==> config.mk <==
export PLATFORM = sky130hd
export DESIGN_NAME = arcade_io_address_decoder
export DESIGN_NICKNAME = d
export VERILOG_FILES = /design/src/hdl/aiod_pkg.sv /design/src/hdl/aiod_sprite_mem.sv /design/src/hdl/aiod_decode.sv /design/src/hdl/arcade_io_address_decoder.sv
export SDC_FILE = /design/constraint.sdc
export NUM_CORES = 1
export LEC_CHECK = 0
export BUFFER_PORTS_ARGS = -buffer_cell sky130_fd_sc_hd__buf_2
export CORE_UTILIZATION = 50
export CTS_BUF_LIST = sky130_fd_sc_hd__clkbuf_2
export DETAILED_ROUTE_END_ITERATION = 6
export PLACE_DENSITY = 0.7
export SETUP_SLACK_MARGIN = 0.05
export SYNTH_ARGS = -nofsm -noshare
export SYNTH_HDL_FRONTEND = slang
export SYNTH_SLANG_ARGS = --single-unit
==> constraint.sdc <==
create_clock -name clk -period 7.8 [get_ports clk]
set_clock_uncertainty 0.15 [all_clocks]
set_input_delay 0.78 -clock clk [delete_from_list [all_inputs] [get_ports clk]]
set_output_delay 0.78 -clock clk [all_outputs]
set_load 0.02 [all_outputs]
==> src/hdl/aiod_pkg.sv <==
// ----------------------------------------------------------------------------
// aiod_pkg
// Shared types, address map and helpers for the arcade I/O address decoder.
// ----------------------------------------------------------------------------
package aiod_pkg;

  // widths
  localparam int unsigned ADDR_W     = 15;
  localparam int unsigned DATA_W     = 8;
  localparam int unsigned CFG_IDX_W  = 3;
  localparam int unsigned CFG_DATA_W = 2;

  // default number of sprite coordinate registers
  localparam int unsigned SPRITE_REG_COUNT_DEF = 16;

  // address map, after mirroring to 15 bits
  localparam logic [ADDR_W-1:0] CTRL_BASE     = 15'h5000;
  localparam logic [ADDR_W-1:0] PORT1_ADDR    = 15'h5040;
  localparam logic [ADDR_W-1:0] DIP_ADDR      = 15'h5080;
  localparam logic [ADDR_W-1:0] SPRITE_BASE   = 15'h5060;
  localparam logic [ADDR_W-1:0] WDOG_LO       = 15'h50C0;
  localparam logic [ADDR_W-1:0] WDOG_HI       = 15'h50FF;
  localparam logic [ADDR_W-1:0] SOUND_LO      = 15'h5040;
  localparam logic [ADDR_W-1:0] SOUND_HI      = 15'h505F;
  localparam logic [ADDR_W-1:0] LATCH_HI      = 15'h5007;
  localparam logic [ADDR_W-1:0] IRQ_EN_ADDR   = 15'h5000;
  localparam logic [ADDR_W-1:0] SOUND_EN_ADDR = 15'h5001;
  localparam logic [ADDR_W-1:0] FLIP_ADDR     = 15'h5003;

  // io port that loads the interrupt vector
  localparam logic [7:0] IO_VECTOR_PORT = 8'h00;

  // input port bit clears
  localparam logic [DATA_W-1:0] RACK_CLR_MASK = 8'b11101111;
  localparam logic [DATA_W-1:0] KEY_CLR_MASK  = 8'b11011111;

  // bus request kinds
  typedef enum logic [1:0] {
    REQ_MEM_RD = 2'd0,
    REQ_MEM_WR = 2'd1,
    REQ_IO_RD  = 2'd2,
    REQ_IO_WR  = 2'd3
  } req_type_t;

  // configuration register indexes
  typedef enum logic [CFG_IDX_W-1:0] {
    CFG_COIN  = 3'd0,
    CFG_LIVES = 3'd1,
    CFG_BONUS = 3'd2,
    CFG_DIFF  = 3'd3,
    CFG_GHOST = 3'd4,
    CFG_RACK  = 3'd5
  } cfg_idx_t;

  // one bus access
  typedef struct packed {
    logic [1:0]  req_type;
    logic [15:0] bus_address;
    logic [7:0]  write_byte;
    logic [3:0]  joystick;
    logic        coin_pressed;
    logic        start_pressed;
  } in_t;

  // one decode result
  typedef struct packed {
    logic [7:0]        read_byte;
    logic              to_memory;
    logic [ADDR_W-1:0] memory_address;
    logic              accepted;
    logic              irq_enable;
    logic              sound_enable;
    logic              screen_flip;
    logic [7:0]        irq_vector;
  } out_t;

  // dip switch settings
  typedef struct packed {
    logic [1:0] coin_mode;
    logic [1:0] lives_mode;
    logic [1:0] bonus_mode;
    logic       difficulty_mode;
    logic       ghost_name_mode;
    logic       rack_advance_off;
  } cfg_t;

  // sprite register file access
  typedef struct packed {
    logic              wr_en;
    logic              rd_en;
    logic [DATA_W-1:0] wr_data;
  } spr_ctl_t;

  // decoded access between input stage and result stage
  typedef struct packed {
    logic              use_sprite;
    logic [DATA_W-1:0] rd_byte;
    logic              to_memory;
    logic [ADDR_W-1:0] mem_addr;
    logic              accepted;
  } stage_t;

  // control latches
  typedef struct packed {
    logic              irq_enable;
    logic              sound_enable;
    logic              screen_flip;
    logic [DATA_W-1:0] irq_vector;
  } latch_t;

  // active-low input port byte
  function automatic logic [DATA_W-1:0] port_byte(input logic [3:0] joy,
                                                  input logic       key,
                                                  input logic       rack_clr);
    logic [DATA_W-1:0] v;
    v = ~{4'b0000, joy};
    if (key) begin
      v = v & KEY_CLR_MASK;
    end
    if (rack_clr) begin
      v = v & RACK_CLR_MASK;
    end
    return v;
  endfunction

endpackage

==> src/hdl/aiod_sprite_mem.sv <==
// ----------------------------------------------------------------------------
// aiod_sprite_mem
// Sprite coordinate register file with per-entry valid bits; an entry never
// written since reset reads as zero. Read data is registered.
// ----------------------------------------------------------------------------
module aiod_sprite_mem
  import aiod_pkg::*;
#(
  parameter int unsigned SPRITE_REG_COUNT = SPRITE_REG_COUNT_DEF
) (
  input  logic                                clk,
  input  logic                                rst_n,
  input  spr_ctl_t                            ctl,
  input  logic [$clog2(SPRITE_REG_COUNT)-1:0] idx,
  output logic [DATA_W-1:0]                   rd_data
);

  logic [DATA_W-1:0]           mem [SPRITE_REG_COUNT];
  logic [SPRITE_REG_COUNT-1:0] valid_r;
  logic [DATA_W-1:0]           rd_data_r;
  logic                        rd_valid_r;

  // write port
  always_ff @(posedge clk) begin
    if (ctl.wr_en) begin
      mem[idx] <= ctl.wr_data;
    end
  end

  // valid bits, cleared together at reset
  always_ff @(posedge clk) begin
    if (!rst_n) begin
      valid_r <= '0;
    end else if (ctl.wr_en) begin
      valid_r[idx] <= 1'b1;
    end
  end

  // registered read port
  always_ff @(posedge clk) begin
    if (ctl.rd_en) begin
      rd_data_r  <= mem[idx];
      rd_valid_r <= valid_r[idx];
    end
  end

  assign rd_data = rd_valid_r ? rd_data_r : {DATA_W{1'b0}};

endmodule

==> src/hdl/aiod_decode.sv <==
// ----------------------------------------------------------------------------
// aiod_decode
// Input stage: mirrors and decodes one bus access, updates the control
// latches, drives the sprite register file and registers the decoded result.
// ----------------------------------------------------------------------------
module aiod_decode
  import aiod_pkg::*;
#(
  parameter int unsigned SPRITE_REG_COUNT = SPRITE_REG_COUNT_DEF
) (
  input  logic                                clk,
  input  logic                                rst_n,
  input  logic                                in_valid,
  input  in_t                                 in_data,
  input  cfg_t                                cfg,
  output spr_ctl_t                            spr_ctl,
  output logic [$clog2(SPRITE_REG_COUNT)-1:0] spr_idx,
  output stage_t                              stage_r,
  output logic                                stage_valid_r,
  output latch_t                              latch_r
);

  localparam int unsigned IDX_W = $clog2(SPRITE_REG_COUNT);
  localparam logic [ADDR_W-1:0] SPRITE_LAST = SPRITE_BASE + ADDR_W'(SPRITE_REG_COUNT - 1);

  logic [ADDR_W-1:0] addr;
  logic [ADDR_W-1:0] spr_off;
  logic              in_spr;
  logic              in_wdog;
  logic              in_sound;
  req_type_t         req;
  stage_t            stage_nxt;
  latch_t            latch_nxt;

  // address mirroring and window compares
  assign addr     = in_data.bus_address[ADDR_W-1:0];
  assign spr_off  = addr - SPRITE_BASE;
  assign spr_idx  = spr_off[IDX_W-1:0];
  assign in_spr   = (addr >= SPRITE_BASE) && (addr <= SPRITE_LAST);
  assign in_wdog  = (addr >= WDOG_LO) && (addr <= WDOG_HI);
  assign in_sound = (addr >= SOUND_LO) && (addr <= SOUND_HI);
  assign req      = req_type_t'(in_data.req_type);

  // access decode
  always_comb begin
    stage_nxt            = '0;
    stage_nxt.accepted   = 1'b1;
    latch_nxt            = latch_r;
    spr_ctl              = '0;
    spr_ctl.wr_data      = in_data.write_byte;
    unique case (req)
      REQ_MEM_RD: begin
        priority if (addr == CTRL_BASE) begin
          stage_nxt.rd_byte = port_byte(in_data.joystick, in_data.coin_pressed,
                                        ~cfg.rack_advance_off);
        end else if (addr == PORT1_ADDR) begin
          stage_nxt.rd_byte = port_byte(in_data.joystick, in_data.start_pressed, 1'b0);
        end else if (addr == DIP_ADDR) begin
          stage_nxt.rd_byte = {cfg.ghost_name_mode, cfg.difficulty_mode,
                               cfg.bonus_mode, cfg.lives_mode, cfg.coin_mode};
        end else if (in_spr) begin
          stage_nxt.use_sprite = 1'b1;
          spr_ctl.rd_en        = in_valid;
        end else begin
          stage_nxt.to_memory = 1'b1;
          stage_nxt.mem_addr  = addr;
        end
      end
      REQ_MEM_WR: begin
        priority if (addr < CTRL_BASE) begin
          stage_nxt.to_memory = 1'b1;
          stage_nxt.mem_addr  = addr;
        end else if (in_wdog || in_sound) begin
          // watchdog and sound registers are taken and dropped
        end else if (in_spr) begin
          spr_ctl.wr_en = in_valid;
        end else if (addr <= LATCH_HI) begin
          if (addr == IRQ_EN_ADDR) begin
            latch_nxt.irq_enable = in_data.write_byte[0];
          end
          if (addr == SOUND_EN_ADDR) begin
            latch_nxt.sound_enable = in_data.write_byte[0];
          end
          if (addr == FLIP_ADDR) begin
            latch_nxt.screen_flip = in_data.write_byte[0];
          end
        end else begin
          stage_nxt.accepted = 1'b0;
        end
      end
      REQ_IO_RD: begin
        // io reads answer zero
      end
      REQ_IO_WR: begin
        if (in_data.bus_address[7:0] == IO_VECTOR_PORT) begin
          latch_nxt.irq_vector = in_data.write_byte;
        end
      end
      default: begin
      end
    endcase
  end

  // control latches
  always_ff @(posedge clk) begin
    if (!rst_n) begin
      latch_r <= '0;
    end else if (in_valid) begin
      latch_r <= latch_nxt;
    end
  end

  // decoded stage register
  always_ff @(posedge clk) begin
    if (!rst_n) begin
      stage_valid_r <= 1'b0;
    end else begin
      stage_valid_r <= in_valid;
    end
  end

  always_ff @(posedge clk) begin
    if (in_valid) begin
      stage_r <= stage_nxt;
    end
  end

endmodule

==> src/hdl/arcade_io_address_decoder.sv <==
// ----------------------------------------------------------------------------
// arcade_io_address_decoder
// Memory-mapped I/O decoder: input ports, dip byte, sprite registers and
// control latches, with pass-through of other accesses to external memory.
// ----------------------------------------------------------------------------
// result: out_valid strobes once a taken start has passed the decoded stage register and the result register
// throughput: one bus access per cycle, set by the single decode stage and
//   the one-port sprite register file
// reset: synchronous, latches and sprite registers read as zero, dip settings
//   return to their defaults; busy is high while rst_n is low
// the result receiver cannot stall
module arcade_io_address_decoder
  import aiod_pkg::*;
#(
  parameter int unsigned SPRITE_REG_COUNT = SPRITE_REG_COUNT_DEF
) (
  input  logic                  clk,
  input  logic                  rst_n,
  input  logic                  start,
  output logic                  busy,
  input  in_t                   in_data,
  output logic                  out_valid,
  output out_t                  out_data,
  input  logic                  cfg_wr_en,
  input  logic [CFG_IDX_W-1:0]  cfg_index,
  input  logic [CFG_DATA_W-1:0] cfg_wdata
);

  localparam int unsigned IDX_W = $clog2(SPRITE_REG_COUNT);

  logic              in_valid;
  cfg_t              cfg_r;
  cfg_t              cfg_nxt;
  spr_ctl_t          spr_ctl;
  logic [IDX_W-1:0]  spr_idx;
  logic [DATA_W-1:0] spr_rd_data;
  stage_t            stage_r;
  logic              stage_valid_r;
  latch_t            latch_r;
  out_t              out_nxt;
  out_t              out_r;
  logic              out_valid_r;

  assign busy     = ~rst_n;
  assign in_valid = start & ~busy;

  // dip settings register writes
  always_comb begin
    cfg_nxt = cfg_r;
    if (cfg_wr_en) begin
      case (cfg_idx_t'(cfg_index))
        CFG_COIN:  cfg_nxt.coin_mode        = cfg_wdata;
        CFG_LIVES: cfg_nxt.lives_mode       = cfg_wdata;
        CFG_BONUS: cfg_nxt.bonus_mode       = cfg_wdata;
        CFG_DIFF:  cfg_nxt.difficulty_mode  = cfg_wdata[0];
        CFG_GHOST: cfg_nxt.ghost_name_mode  = cfg_wdata[0];
        CFG_RACK:  cfg_nxt.rack_advance_off = cfg_wdata[0];
        default: begin
        end
      endcase
    end
  end

  always_ff @(posedge clk) begin
    if (!rst_n) begin
      cfg_r.coin_mode        <= 2'd1;
      cfg_r.lives_mode       <= 2'd2;
      cfg_r.bonus_mode       <= 2'd0;
      cfg_r.difficulty_mode  <= 1'b1;
      cfg_r.ghost_name_mode  <= 1'b1;
      cfg_r.rack_advance_off <= 1'b1;
    end else begin
      cfg_r <= cfg_nxt;
    end
  end

  // input stage
  aiod_decode #(
    .SPRITE_REG_COUNT(SPRITE_REG_COUNT)
  ) u_decode (
    .clk          (clk),
    .rst_n        (rst_n),
    .in_valid     (in_valid),
    .in_data      (in_data),
    .cfg          (cfg_r),
    .spr_ctl      (spr_ctl),
    .spr_idx      (spr_idx),
    .stage_r      (stage_r),
    .stage_valid_r(stage_valid_r),
    .latch_r      (latch_r)
  );

  // sprite coordinate registers
  aiod_sprite_mem #(
    .SPRITE_REG_COUNT(SPRITE_REG_COUNT)
  ) u_sprite_mem (
    .clk    (clk),
    .rst_n  (rst_n),
    .ctl    (spr_ctl),
    .idx    (spr_idx),
    .rd_data(spr_rd_data)
  );

  // result assembly
  always_comb begin
    out_nxt.read_byte      = stage_r.use_sprite ? spr_rd_data : stage_r.rd_byte;
    out_nxt.to_memory      = stage_r.to_memory;
    out_nxt.memory_address = stage_r.mem_addr;
    out_nxt.accepted       = stage_r.accepted;
    out_nxt.irq_enable     = latch_r.irq_enable;
    out_nxt.sound_enable   = latch_r.sound_enable;
    out_nxt.screen_flip    = latch_r.screen_flip;
    out_nxt.irq_vector     = latch_r.irq_vector;
  end

  // result register
  always_ff @(posedge clk) begin
    if (!rst_n) begin
      out_valid_r <= 1'b0;
    end else begin
      out_valid_r <= stage_valid_r;
    end
  end

  always_ff @(posedge clk) begin
    if (stage_valid_r) begin
      out_r <= out_nxt;
    end
  end

  assign out_valid = out_valid_r;
  assign out_data  = out_r;

`ifndef ASSERT_OFF
  // every taken beat yields exactly one result, through the stage and result registers
  a_one_result: assert property (@(posedge clk) disable iff (!rst_n)
    out_valid == $past(start && !busy, 2))
    else $error("result strobe does not follow accepted beat");

  // an access routed out is never served or rejected here
  a_route_clean: assert property (@(posedge clk) disable iff (!rst_n)
    (out_valid && out_data.to_memory) |->
      (out_data.read_byte == 8'h00 && out_data.accepted))
    else $error("routed access also served locally");

  // external address only shown for routed accesses
  a_addr_zero: assert property (@(posedge clk) disable iff (!rst_n)
    (out_valid && !out_data.to_memory) |-> (out_data.memory_address == '0))
    else $error("memory address set on a local access");

  // a rejected write returns no data
  a_reject_clean: assert property (@(posedge clk) disable iff (!rst_n)
    (out_valid && !out_data.accepted) |->
      (out_data.read_byte == 8'h00 && !out_data.to_memory))
    else $error("rejected access returned data");
`endif

endmodule
Word level (Yosys, flattened, before mapping)
Memories as Yosys holds them, arrays and structs flattened. A register that Yosys moved wholly into a read port is not among the register bits. Cells that the tools add are included.

Bits in registers: 101. Latch bits: 0. Bits in writable memories: 128. ROM bits: 0. Bits of input ports: 41. Output and inout bits: 38. Logic and storage cells: 110. Memories kept: 1.

Memories: u_sprite_mem.mem (depth 16, width 8, rd ports 1, clocked after memory_dff 1, wr ports 1, RTL line aiod_sprite_mem.sv:18) `logic [DATA_W-1:0] mem [SPRITE_REG_COUNT];`.

$add $sub $neg: 1. $mul: 0. Div/mod/pow operators: 0. $lt $le $gt $ge: 10. Eq/ne operators: 12. Shifts and indexed selects: 0. Multiplexer cells: 30. Bitwise logic cells: 9. Reductions and logical operators: 20.

Operators with widths (count): 16-bit 2-to-1 mux (5); 15-bit == test (second input constant) (5); 15-bit <= comparator (second input constant) (4); 15-bit >= comparator (second input constant) (3); 8-bit 2-to-1 mux (5); 16-bit case mux with 2 select lines (1); 7-bit AND reduction (3); 16-bit bitwise OR (1); 15-bit less-than comparator (second input constant) (1); 1-bit 2-to-1 mux (14); 6-bit 2-to-1 mux (2); 2-bit AND reduction (6); 8-bit logical NOT (1); 4-bit NOT with 8-bit output (1); 4-bit OR reduction (2); 3-bit by 2-bit == test with 1-bit output (second input constant) (2); 3-bit == test (second input constant) (2); 1-bit NOT (6); 4-bit by 5-bit less-than comparator with 1-bit output (second input constant) (1); 5-bit 2-to-1 mux (1); 1-bit binary-select mux with 4-bit select (1); 1-bit demux with 4-bit select (1); 4-bit by 1-bit >= comparator with 1-bit output (second input constant) (1); 1-bit logical AND (4); 9 further kinds (9).

Longest topological paths before layout
Gate-level depths: netlist (run 1).

Depth in word-level cells: 8. Gate-level depth with buffers: 7. Mapped depth without buffers: 5.

Modules after synthesis
A second synthesis (run 1) with hierarchy kept.

Cells, all modules: 548. Area total of the unflattened synthesis: 9334.0 um2.

By module, submodules not included: aiod_sprite_mem (times used 1, cells an instance 282, area each 5793.1 um2, seq. area each 4434.3 um2); aiod_decode (times used 1, cells an instance 179, area each 1900.6 um2, seq. area each 1021.0 um2); arcade_io_address_decoder (times used 1, cells an instance 87, area each 1640.3 um2, seq. area each 1281.2 um2).

Worst setup path before layout (run 1)
No wires, ideal clock.

Path type: input -> register. Start point: input port in_data[21] (netlist bit). End point: memory u_sprite_mem.mem[10][0], enable pin. Setup time: 0.398 ns. Arrival time: 2.767 ns. Required time: 7.252 ns. Slack: 4.485 ns. Cell stages on the path: 5. Path buffers: 2. Cell sequence: buf_6 nand4bb_4 or4_4 clkbuf_1 nor4_1.

Word-level cells in the longest chain between the ends: 8. Elaborated cells on any way between the ends: 17. Those cells by class: order compare: 7; mux: 6; reduce/logical: 4.

RTL lines: start: declaration (RTL line arcade_io_address_decoder.sv:21) `input in_t in_data,`; 15-bit >= comparator (tied with other cells) (RTL line aiod_decode.sv:39) `assign in_spr = (addr >= SPRITE_BASE) && (addr <= SPRITE_LAST);`; 1-bit logical AND (on tied branches) (RTL line aiod_decode.sv:39, aiod_decode.sv:40, aiod_decode.sv:41); 1-bit 2-to-1 mux / 1-bit logical OR (equally long branches) (RTL line aiod_decode.sv:75, aiod_decode.sv:73); 1-bit 2-to-1 mux (RTL line aiod_decode.sv:73) `end else if (in_wdog || in_sound) begin`; 1-bit 2-to-1 mux (*) (RTL line aiod_decode.sv:70) `priority if (addr < CTRL_BASE) begin`; 1-bit 2-to-1 mux (*) (RTL line aiod_decode.sv:51) `unique case (req)`; 1-bit 2-to-1 mux (*) (RTL line aiod_sprite_mem.sv:25) `if (ctl.wr_en) begin`; 1-bit 2-to-1 mux (implied by the code) (*) (RTL line aiod_sprite_mem.sv:26) `mem[idx] <= ctl.wr_data;`; end: declaration (RTL line aiod_sprite_mem.sv:18).

Every way passes the cells marked *; elsewhere a longest branch is shown, timed or not.

Worst setup path after layout (run 1)
Start point: input port in_data[25] (netlist bit). End point: memory u_sprite_mem.mem[5][5], enable pin.

Same word-level chain as after synthesis.

==> impl_results.md, run 1 <==
* Final min period at 3.50 ns
* Crit path from: in_data[25]
* Detailed Route Iter0 Violations at 358
* Worst reg2reg path startpoint: u_sprite_mem.mem[13][7]
* Fmax at 0.286 GHz
* Synth top cells by count: edfxtp_1 (199), nand2_1 (44), dfxtp_1 (38), mux4_2 (36), nor2_1 (27)
* Syn Std Cell Area at 9100 um^2
* Clock sink total at 237
* Avg WL per Cell at 19.5 um
* Kind of critical path: in -> reg
* Die H at 137 um
* Setup TNS at 0 ns
* Final worst slack at 4.30 ns
* Total global routing overflow at 0
* Setup violators final at 0
* Post-CTS Setup Inserts at 0
* Finished Layout Cells at 923
* Vias in the first global route at 5194
* Pre-CTS setup slack at between 3 and 4 ns
* Worst EP arrival at 3.81 ns
* PD cells at 232 nW/um^2
* Synth Area in Adders at 0
* Nature of the critical path startpoint: input port
* Fin crit share at 0.448
* Synth Area in XOR/XNOR at 0
* WL final at roughly 18000 um
* Inst Count DP at 820
* Layout cell share with drive strength beyond 1 at 0.330
* Core box area at between 15000 and 20000 um^2
* Leakage at 0.00369 uW
* Min-delay worst type: in -> reg
* Top_reg_cell synth: edfxtp_1
* RSZ-0062 raised after global routing: no
* CTS Hold Bufs at 0
* First-pass GRT wire length at about 28000 um
* Routed Antenna Nets at 0
* DRC viols at 0
* Area grow syn2layout at 13.5%
* H-Tree Depth at 2
* GRT Util Overall at 0.204
* Initial antenna violation count at 1
* Root Driver: clkbuf_2
* Starting Density at 0.519
* Crit path cell chain: buf_2 > nor4_1 > nand4_1 > or4b_1 > nor2_1
* Syn Nets at roughly 580
* Post_cts resized at 0
* Distinct cell type count after synthesis at 45
* Hold Vio Cnt, Final at 0
* Outcome: finished clean
* Via Count at 5147
* Count leader, synth: edfxtp_1
* DP HPWL at 11600 um
* Port Buffer Count at 77
* Slew at the pin with the worst max-slew slack at 1.17 ns
* Die width at 137 um
* R2R cell count at 3
* CTS Buf Count at 58
* Synthesized flop and latch total at 237
* Seq/Total Area, Yosys at 0.740
* Vias per cell at between 5 and 6
* Fill cells at 1379
* Min-delay src: start
* Gpl congestion at 0.947
* Critical path endpoint category: flop
* CP max-delay cell: or4b_1
* CTS tree: done
* Simple-gate share of the synthesized area at 0.0823
* Max-slew violations at 0
* Max incr delay on CP at roughly 0.91 ns
* Mapped Cells at 535
* Peak supply drop at 0.180 mV
* Row cnt at 48
* Avg Inst Size Synth at 17.0 um^2
* Post-synth top area share at 0.656
* Largest family of logic cells by synthesized area: multiplexers
* Overall Power at 2400 uW
* Data required time at the worst endpoint at 8.12 ns
* WHS Path Cells at 3
* DRT Pass-1 Iters at 5
* Ys async rst share at 0
* Longest Clk Path Bufs at 3
* Max-capacitance violation count at 0
* Slew headroom at 0.211
* Multiplexer share of the synthesized area at 0.111
* IO Count at 79
* EDFF count, synth at between 150 and 200
* Synth area leaders: edfxtp_1 (66%), mux4_2 (8.9%), dfxtp_1 (8.4%)
* Leading area contributor after synthesis: edfxtp_1
* Die ar. at 18800 um^2
* Worst-path clk slew at 0.10 ns
* Worst-path maximum fanout at 18
* Largest net degree at the start of global routing at 44
* Later-pin clock latency in the skew report at 0.85 ns
* Number of nets in the final layout at 696
* Ys Warns at 0
* Post-synthesis compound-gate area fraction at 0.0480
## kinds of logic after synthesis
| family | Yosys count |
|---|---|
| AOI/OAI and AO/OA | 60 |
| buffers and inverters | 42 |
| DFF | 237 |
| muxes | 56 |
| and+or+nand+nor | 140 |
## worst paths after layout
check	to	slack, ns
setup / recovery	u_sprite_mem.mem[5][5]	4.30
hold / removal	u_decode.stage_valid_r	0.08
setup reg to reg	u_sprite_mem.rd_data_r[7]	6.01
hold reg to reg	out_data[20]	0.28
## area by class of cell
class | count | area [um^2] | share of cell area
flip-flops and latches | 237 | 6740 | 0.652
multi-input cells | 256 | 2220 | 0.214
repair buffers | 89 | 475 | 0.0460
clock buffers | 91 | 455 | 0.0441
well taps | 225 | 282 | 0.0272
clock inverters | 11 | 121 | 0.0117
inverters | 13 | 48.8 | 0.00472
diodes | 1 | 2.50 | 0.000242
## flip-flops by register name, summed over array words and instances (netlist names)
| signal | cells |
|---|---|
| cfg_r | 9 |
| out_data | 36 |
| out_valid | 1 |
| u_decode.latch_r | 11 |
| u_decode.stage_r | 26 |
| u_decode.stage_valid_r | 1 |
| u_sprite_mem.mem | 128 |
| u_sprite_mem.rd_data_r | 8 |
| u_sprite_mem.rd_valid_r | 1 |
| u_sprite_mem.valid_r | 16 |
## critical path: cells and delay by family
family / cells / cell delay (ns)
simple gates: 4 / 2.93
buf+inv: 1 / 0.10
## layer usage
layer	part of all wire	vias to the layer above	global-route usage
met5	0	-	0
met4	0.026	0	0.0995
met2	0.49	183	0.331
li1	-	2367	-
met3	0.055	47	0.0430
met1	0.42	2550	0.263
## power breakdown
part           internal, uW  switching (uW)  total, uW  leakage, uW
clock                   403             465        868     0.000435
combinational          45.7            86.4        132      0.00113
sequential             1390            5.35       1400      0.00213
total                  1840             557       2400      0.00369
## per-stage QoR
stage | hold slack (ns) | util | area, um^2
6_report | 0.0848 | 0.589 | 10300
5_1_grt | 0.0395 | 0.589 | 10300
4_1_cts | 0.0151 | 0.589 | 10300
3_5_place_dp | 0.255 | 0.556 | 9760
3_3_place_gp | 0.253 | 0.556 | 9760
2_1_floorplan | 0.250 | - | 9100
## cell usage in the layout (no fill, tap or decap), types with 13 or more instances in the layout
cell type  netlist  layout
inv_1           13      13
dfxtp_1         38      38
mux4_2          36      36
edfxtp_1       199     199
a22oi_1         18      18
nor2_1          27      27
mux2i_1         20      20
nand2_1         44      44
and2_1          18      18
clkbuf_2         0      91
buf_2            5      77
Power figures use the tool's default switching activity.
==> run 2: changes to the inputs <==
PLACE_DENSITY = 0.72   (was 0.7)
clock period = 3 ns   (was 7.8 ns; I/O delays follow)
==> run 2 against run 1 <==
Effect of this change:
- non-clock buffer count rose by 75
- die area did not move
- power rose to 2.6 times the previous value
- sequential power rose to 2.6 times the previous value
- core utilization rose by 4.0 points
- via count rose by 6.2%
- design area rose by 6.8%
- clock-buffer cell count fell by 2
- combinational power rose to 3.1 times the previous value
- global-route usage rose by 1.6 points
- largest cell class unchanged
- largest power group unchanged
- highest routed layer unchanged
==> impl_results.md, run 2 (same netlist as run 1, synthesis figures left out) <==
* Outcome: finished clean
* Internal power at 4660 uW (+150%)
* Seq pwr share at 0.592 (+0.010)
* Design area at 11000 um^2 (+6.8%)
* Min-delay src: in_data[23]
* Gpl congestion at 0.904 (-4.5%)
* Critical path endpoint category: flop
* Post-CTS Setup Inserts at 0 (unchanged)
* Max reg flops at 128 (unchanged)
* Root Driver: clkbuf_2
* Avg WL per Cell at 19.2 um (-1.4%)
* Power share of the combinational group at 0.067 (+0.012)
* CTS tree: done
* Switching pwr at 1480 uW (+160%)
* Port Buffer Count at 77 (unchanged)
* DRT Pass-1 Iters at 4 (-1)
* Area grow syn2layout at 21.2%
* Kind of critical path: in -> reg
* Routed Antenna Nets at 0 (unchanged)
* Fill cells at 1298 (-5.9%)
* CTS Hold Bufs at 58 (+58)
* Layout cell share with drive strength beyond 1 at 0.320 (-0.0104)
* Sw Share at 0.240 (+0.00798)
* Register-to-Register Setup Slack at 1.05 ns (-4.96 ns)
* PD cells at 556 nW/um^2 (+140%)
* Vias per cell at 5.45 (-2.3%)
* GRT Util Overall at 0.220 (+0.0163)
* Core box area at 17500 um^2 (unchanged)
* Detailed Route Iter0 Violations at 327 (-8.7%)
* Peak supply drop at 0.321 mV (+79%)
* Worst hold slack at 0.172 ns (+0.0867 ns)
* Most frequent cells in the layout: edfxtp_1 (199), clkbuf_2 (89), buf_2 (77)
* Setup violators final at 0 (unchanged)
* CTS Buf Count at 56 (-3.4%)
* Later-pin clock latency in the skew report at 0.82 ns (-0.03 ns)
* Clock sink total at 237 (unchanged)
* Initial antenna violation count at 1 (unchanged)
* Slew at the pin with the worst max-slew slack at 0.863 ns (-0.311 ns)
* Worst-path clk slew at 0.09 ns (about the same)
* Via Count at 5467 (+6.2%)
* Longest Clk Path Bufs at 3 (unchanged)
* Slew headroom at 0.424 (+0.213)
* Nature of the critical path startpoint: input port
* Row cnt at 48 (unchanged)
* Starting Density at 0.519 (unchanged)
* Top reg by flops: u_sprite_mem.mem
* Critical R2R Capture: cfg_r[1]
* Inst Count DP at 837 (+2.1%)
* Hold-critical path endpoint: u_decode.stage_r[10]
* Worst EP arrival at 2.83 ns (-0.98 ns)
* Clock Power Share at 0.341 (-0.021)
* Finished Layout Cells at 1003 (+8.7%)
* Worst-path maximum fanout at 15 (-3)
* DRC viols at 0 (unchanged)
* IO Count at 79 (unchanged)
* Max-capacitance violation count at 0 (unchanged)
* WL final at 19200 um (+7.1%)
* WHS Path Cells at 3 (unchanged)
* Total global routing overflow at 0 (unchanged)
* Commonest non-fill, non-tap cell in the layout: edfxtp_1
* Placed inst area at 9900 um^2 (+1.5%)
* First-pass GRT wire length at 30200 um (+8.1%)
* Setup TNS at 0 ns (unchanged)
* Hold Vio Cnt, Final at 0 (unchanged)
* Vias in the first global route at 5723 (+10%)
* Overall Power at 6140 uW (+160%)
* Final min period at about 2.5 ns
* Max-slew violations at 0 (unchanged)
* DP HPWL at 12000 um (+3.8%)
* Fmax at 0.404 GHz
* Post_cts resized at 0 (unchanged)
* Leakage at 0.00399 uW (+8.2%)
* RSZ-0062 raised after global routing: no
* Number of nets in the final layout at 769 (+10%)
* Die ar. at 18800 um^2 (unchanged)
* Min-delay worst type: in -> reg
* Data required time at the worst endpoint at 3.35 ns (-4.77 ns)
* R2R cell count at 4 (+1)
* H-Tree Depth at 2 (unchanged)
* Die width at 137 um (unchanged)
* Largest net degree at the start of global routing at 43 (-2.3%)
* Fin crit share at 0.825
* Worst reg2reg path startpoint: cfg_r[1]
* Die H at 137 um (unchanged)
[run 2: critical path, stage by stage]
cell and delay, ns:
dlygate4sd3_1 0.52, buf_2 0.29, nand4bb_4 0.17, or4_4 0.50, or4b_1 0.69, nor2_1 0.17
buf_4 0.18
[run 2: worst max-delay path by stage]
stage | start | to | slack (ns) | cells after the start
detailed placement | in_data[20] | u_sprite_mem.mem[5][4] | 0.29 | 6
global placement | in_data[20] | u_sprite_mem.mem[5][6] | 0.30 | 6
global route | in_data[20] | u_sprite_mem.mem[4][1] | 0.49 | 7
finish | in_data[20] | u_sprite_mem.mem[5][1] | 0.53 | 7
CTS | in_data[20] | u_sprite_mem.mem[5][1] | 0.61 | 7
floorplan | in_data[21] | u_sprite_mem.mem[10][0] | 0.17 | 5
[run 2: final cells by class]
class | instances | area (um^2) | area share
timing repair buffer | 164 | 1200 | 0.108
sequential | 237 | 6740 | 0.610
antenna | 2 | 5.00 | 0.000453
multi-input combinational | 256 | 2220 | 0.201
tap | 225 | 282 | 0.0255
clock inverter | 17 | 101 | 0.00918
inverter | 13 | 48.8 | 0.00442
clock buffer | 89 | 445 | 0.0404
[run 2: power by group through the flow]
stage,combinational [uW],clock (uW),sequential [uW]
detailed placement,356,0,3710
finish,412,2100,3630
global route,443,2320,3640
CTS,410,2150,3630
global placement,348,0,3700
floorplan,163,0,3740
[run 2: stage by stage]
step            util  setup slack, ns
2_1_floorplan      -            0.165
3_3_place_gp   0.565            0.303
3_5_place_dp   0.565            0.288
4_1_cts        0.629            0.615
5_1_grt        0.629            0.489
6_report       0.629            0.526
[run 2: per-layer routing]
layer | vias to the layer above | global-route usage | share of wire
met4 | 0 | 0.0885 | 0.022
met2 | 163 | 0.366 | 0.51
met5 | - | 0 | 0
met3 | 45 | 0.0415 | 0.048
met1 | 2742 | 0.287 | 0.42
li1 | 2517 | - | -
==> run 3: changes to the inputs <==
ABC_AREA = 1   (was unset)
PLACE_DENSITY = 0.69   (was 0.72)
clock period = 2.3 ns   (was 3 ns; I/O delays follow)
==> run 3 against run 2 <==
Effect of this change:
- worst setup slack worse by 0.43 ns
- synthesized cell count up 54%
- critical path depth up 6
- combinational power up 57%
- cell count up 34%
- largest power group unchanged
- first-iteration DRC count up 130%
- clock power up 49%
- sequential cell count unchanged
- die area up 6.0%
- global-route usage up 2.0 points
==> impl_results.md, run 3 <==
* Kind of critical path: in -> reg
* Leakage at 0.00454 uW (+14%)
* Most frequent cells in the layout: edfxtp_1 (199), nand2_1 (123), nand3_1 (94)
* WL final at 23300 um (+21%)
* Ys Warns at 0 (unchanged)
* Layout cell share with drive strength beyond 1 at 0.253 (-0.0666)
* Routed Antenna Nets at 0 (unchanged)
* Top reg by flops: u_sprite_mem.mem
* Avg Inst Size Synth at 11.7 um^2 (-31%)
* Count leader, synth: edfxtp_1
* RSZ-0062 raised after global routing: no
* Synth area leaders: edfxtp_1 (62%), dfxtp_1 (7.9%), nand3_1 (4.9%)
* Register-to-Register Setup Slack at 0.45 ns (-0.60 ns)
* Leading area contributor after synthesis: edfxtp_1
* Critical path endpoint category: flop
* Commonest non-fill, non-tap cell in the layout: edfxtp_1
* Vias in the first global route at 6947 (+21%)
* Distinct cell type count after synthesis at 36 (-20%)
* DP HPWL at 14700 um (+22%)
* Clock sink total at 237 (unchanged)
* IO Count at 79 (unchanged)
* DRC viols at 0 (unchanged)
* Worst-path clk slew at 0.11 ns (+0.02 ns)
* EDFF count, synth at 199 (unchanged)
* Crit path cell chain: dlygate4sd3_1 > buf_2 > nor2_1 > nand2_1 > buf_4 > nor2_8 > buf_6 > nand3_1 > nand2_2 > a21oi_1 > dlygate4sd3_1 > nand2_1 > inv_1
* Min-delay worst type: in -> reg
* DRT Pass-1 Iters at 6 (+2)
* Row cnt at 50 (+4.2%)
* Final min period at about 2.2 ns
* Longest Clk Path Bufs at 3 (unchanged)
* Root Driver: clkbuf_2
* Die H at 141 um (+3.0%)
* Inst Count DP at 1183 (+41%)
* Die ar. at 19900 um^2 (+6.0%)
* Slew headroom at 0.672 (+0.247)
* Setup violators final at 0 (unchanged)
* Via Count at 7281 (+33%)
* Max incr delay on CP at 0.56 ns (-0.13 ns)
* Syn Nets at 866 (+50%)
* Hold Vio Cnt, Final at 0 (unchanged)
* GRT Util Overall at 0.240 (+0.0197)
* Later-pin clock latency in the skew report at 0.83 ns (about the same)
* Vias per cell at 5.42 (-0.61%)
* Mapped Cells at 825 (+54%)
* Max-slew violations at 0 (unchanged)
* Seq/Total Area, Yosys at 0.697 (-0.0428)
* Initial antenna violation count at 1 (unchanged)
* Post-Route Utilization at 0.627 (-0.00224)
* H-Tree Depth at 2 (unchanged)
* Post-synth top area share at 0.618 (-0.0380)
* Fmax at between 0.4 and 0.5 GHz
* PD cells at 720 nW/um^2 (+29%)
* Synthesized flop and latch total at 237 (unchanged)
* Peak supply drop at 0.439 mV (+37%)
* Number of nets in the final layout at 1077 (+40%)
* Detailed Route Iter0 Violations at 760 (+130%)
* Core box area at 18800 um^2 (+7.4%)
* Data required time at the worst endpoint at 2.74 ns (-0.61 ns)
* Fin crit share at 0.957
* Total global routing overflow at 0 (unchanged)
* Top_reg_cell synth: edfxtp_1
* Nature of the critical path startpoint: input port
* Finished Layout Cells at 1344 (+34%)
* Outcome: finished clean
* Ys async rst share at 0 (unchanged)
* Max-capacitance violation count at 0 (unchanged)
* Gpl congestion at 0.889 (-1.7%)
* Slew at the pin with the worst max-slew slack at 0.493 ns (-0.371 ns)
* Area grow syn2layout at 22.2%
* Avg WL per Cell at 17.3 um (-9.7%)
* Starting Density at 0.513 (-0.00597)
* Die width at 141 um (+3.0%)
* Synth top cells by count: edfxtp_1 (199), nand2_1 (124), nand3_1 (94), inv_1 (75), nor2_1 (54)
* Largest net degree at the start of global routing at 38 (-12%)
* Worst-path maximum fanout at 9 (-6)
* Worst EP arrival at 2.65 ns (-0.18 ns)
* Max reg flops at 128 (unchanged)
* CTS Buf Count at 57 (+1.8%)
* CTS tree: done
* First-pass GRT wire length at 36400 um (+21%)
* Syn Std Cell Area at 9660 um^2 (+6.1%)
* CP max-delay cell: dlygate4sd3_1
* Port Buffer Count at 77 (unchanged)
## run 3: cell types whose count changed after synthesis, sizes merged, moves of 31 or more
cell   previous run  this run
nand3             1        95
nand2            44       128
inv              13        85
mux4             36         0
nor2             27        63
a21oi             4        35
## run 3: timing repair
action | 4_1_cts | 5_1_grt
endpoints found under the setup margin | 0 | 28
resized for setup | 0 | 6
buffers inserted | 0 | 1
endpoints found under the hold margin | 296 | 0
hold buffers | 55 | 0
## run 3: logic make-up (layout without fill, tap and decap cells)
group,Yosys count,after routing,share of synthesized area
simple gates,344,344,0.172
flops,237,237,0.697
buf+inv,121,379,0.0528
other cells,0,1,0
compound gates,123,123,0.0782
## run 3: stage by stage
stage | power (uW) | hold WS, ns | worst slack (ns) | setup TNS [ns] | cell area [um^2]
floorplan | 5140 | 0.179 | -0.0227 | -0.727 | 9660
global placement | 5390 | 0.252 | 0.109 | 0 | 10600
detailed placement | 5400 | 0.255 | 0.0836 | 0 | 10600
CTS | 8550 | 0.0559 | 0.106 | 0 | 11800
global route | 8840 | 0.109 | 0.0540 | 0 | 11800
finish | 8500 | 0.135 | 0.0980 | 0 | 11800
## run 3: path summary, 6_finish.rpt
path,start,end,cells after the start
worst max-delay path,in_data[22],u_decode.stage_r[19],13
worst min-delay path,cfg_wdata[0],cfg_r[3],4
worst max register to register,cfg_r[8],cfg_r[8],4
worst min register to register,u_decode.stage_r[6],out_data[17],0
## run 3: routing by layer
| layer | global-route usage | wire length, um | up-vias |
|---|---|---|---|
| li1 | - | - | 3409 |
| met1 | 0.325 | 9870 | 3446 |
| met2 | 0.376 | 11000 | 366 |
| met3 | 0.0537 | 1840 | 60 |
| met4 | 0.101 | 609 | 0 |
| met5 | 0 | 0 | - |
## run 3: critical path, delay by kind of cell
kind	cells	cell delay (ns)
compound gates	1	0.08
simple gates	6	0.71
buf+inv	6	1.61
## run 3: layout make-up
cell class / instances / area [um^2]
timing repair buffer: 187 / 1360
clock inverter: 15 / 164
sequential: 237 / 6740
fill: 1473 / 7020
tap: 260 / 325
antenna: 1 / 2.50
multi-input combinational: 467 / 2440
clock buffer: 91 / 455
inverter: 86 / 325
## run 3: power breakdown
| part | internal [uW] | total, uW | switching [uW] |
|---|---|---|---|
| Sequential | 4720 | 4740 | 22.2 |
| Combinational | 216 | 646 | 430 |
| Clock | 1490 | 3120 | 1630 |
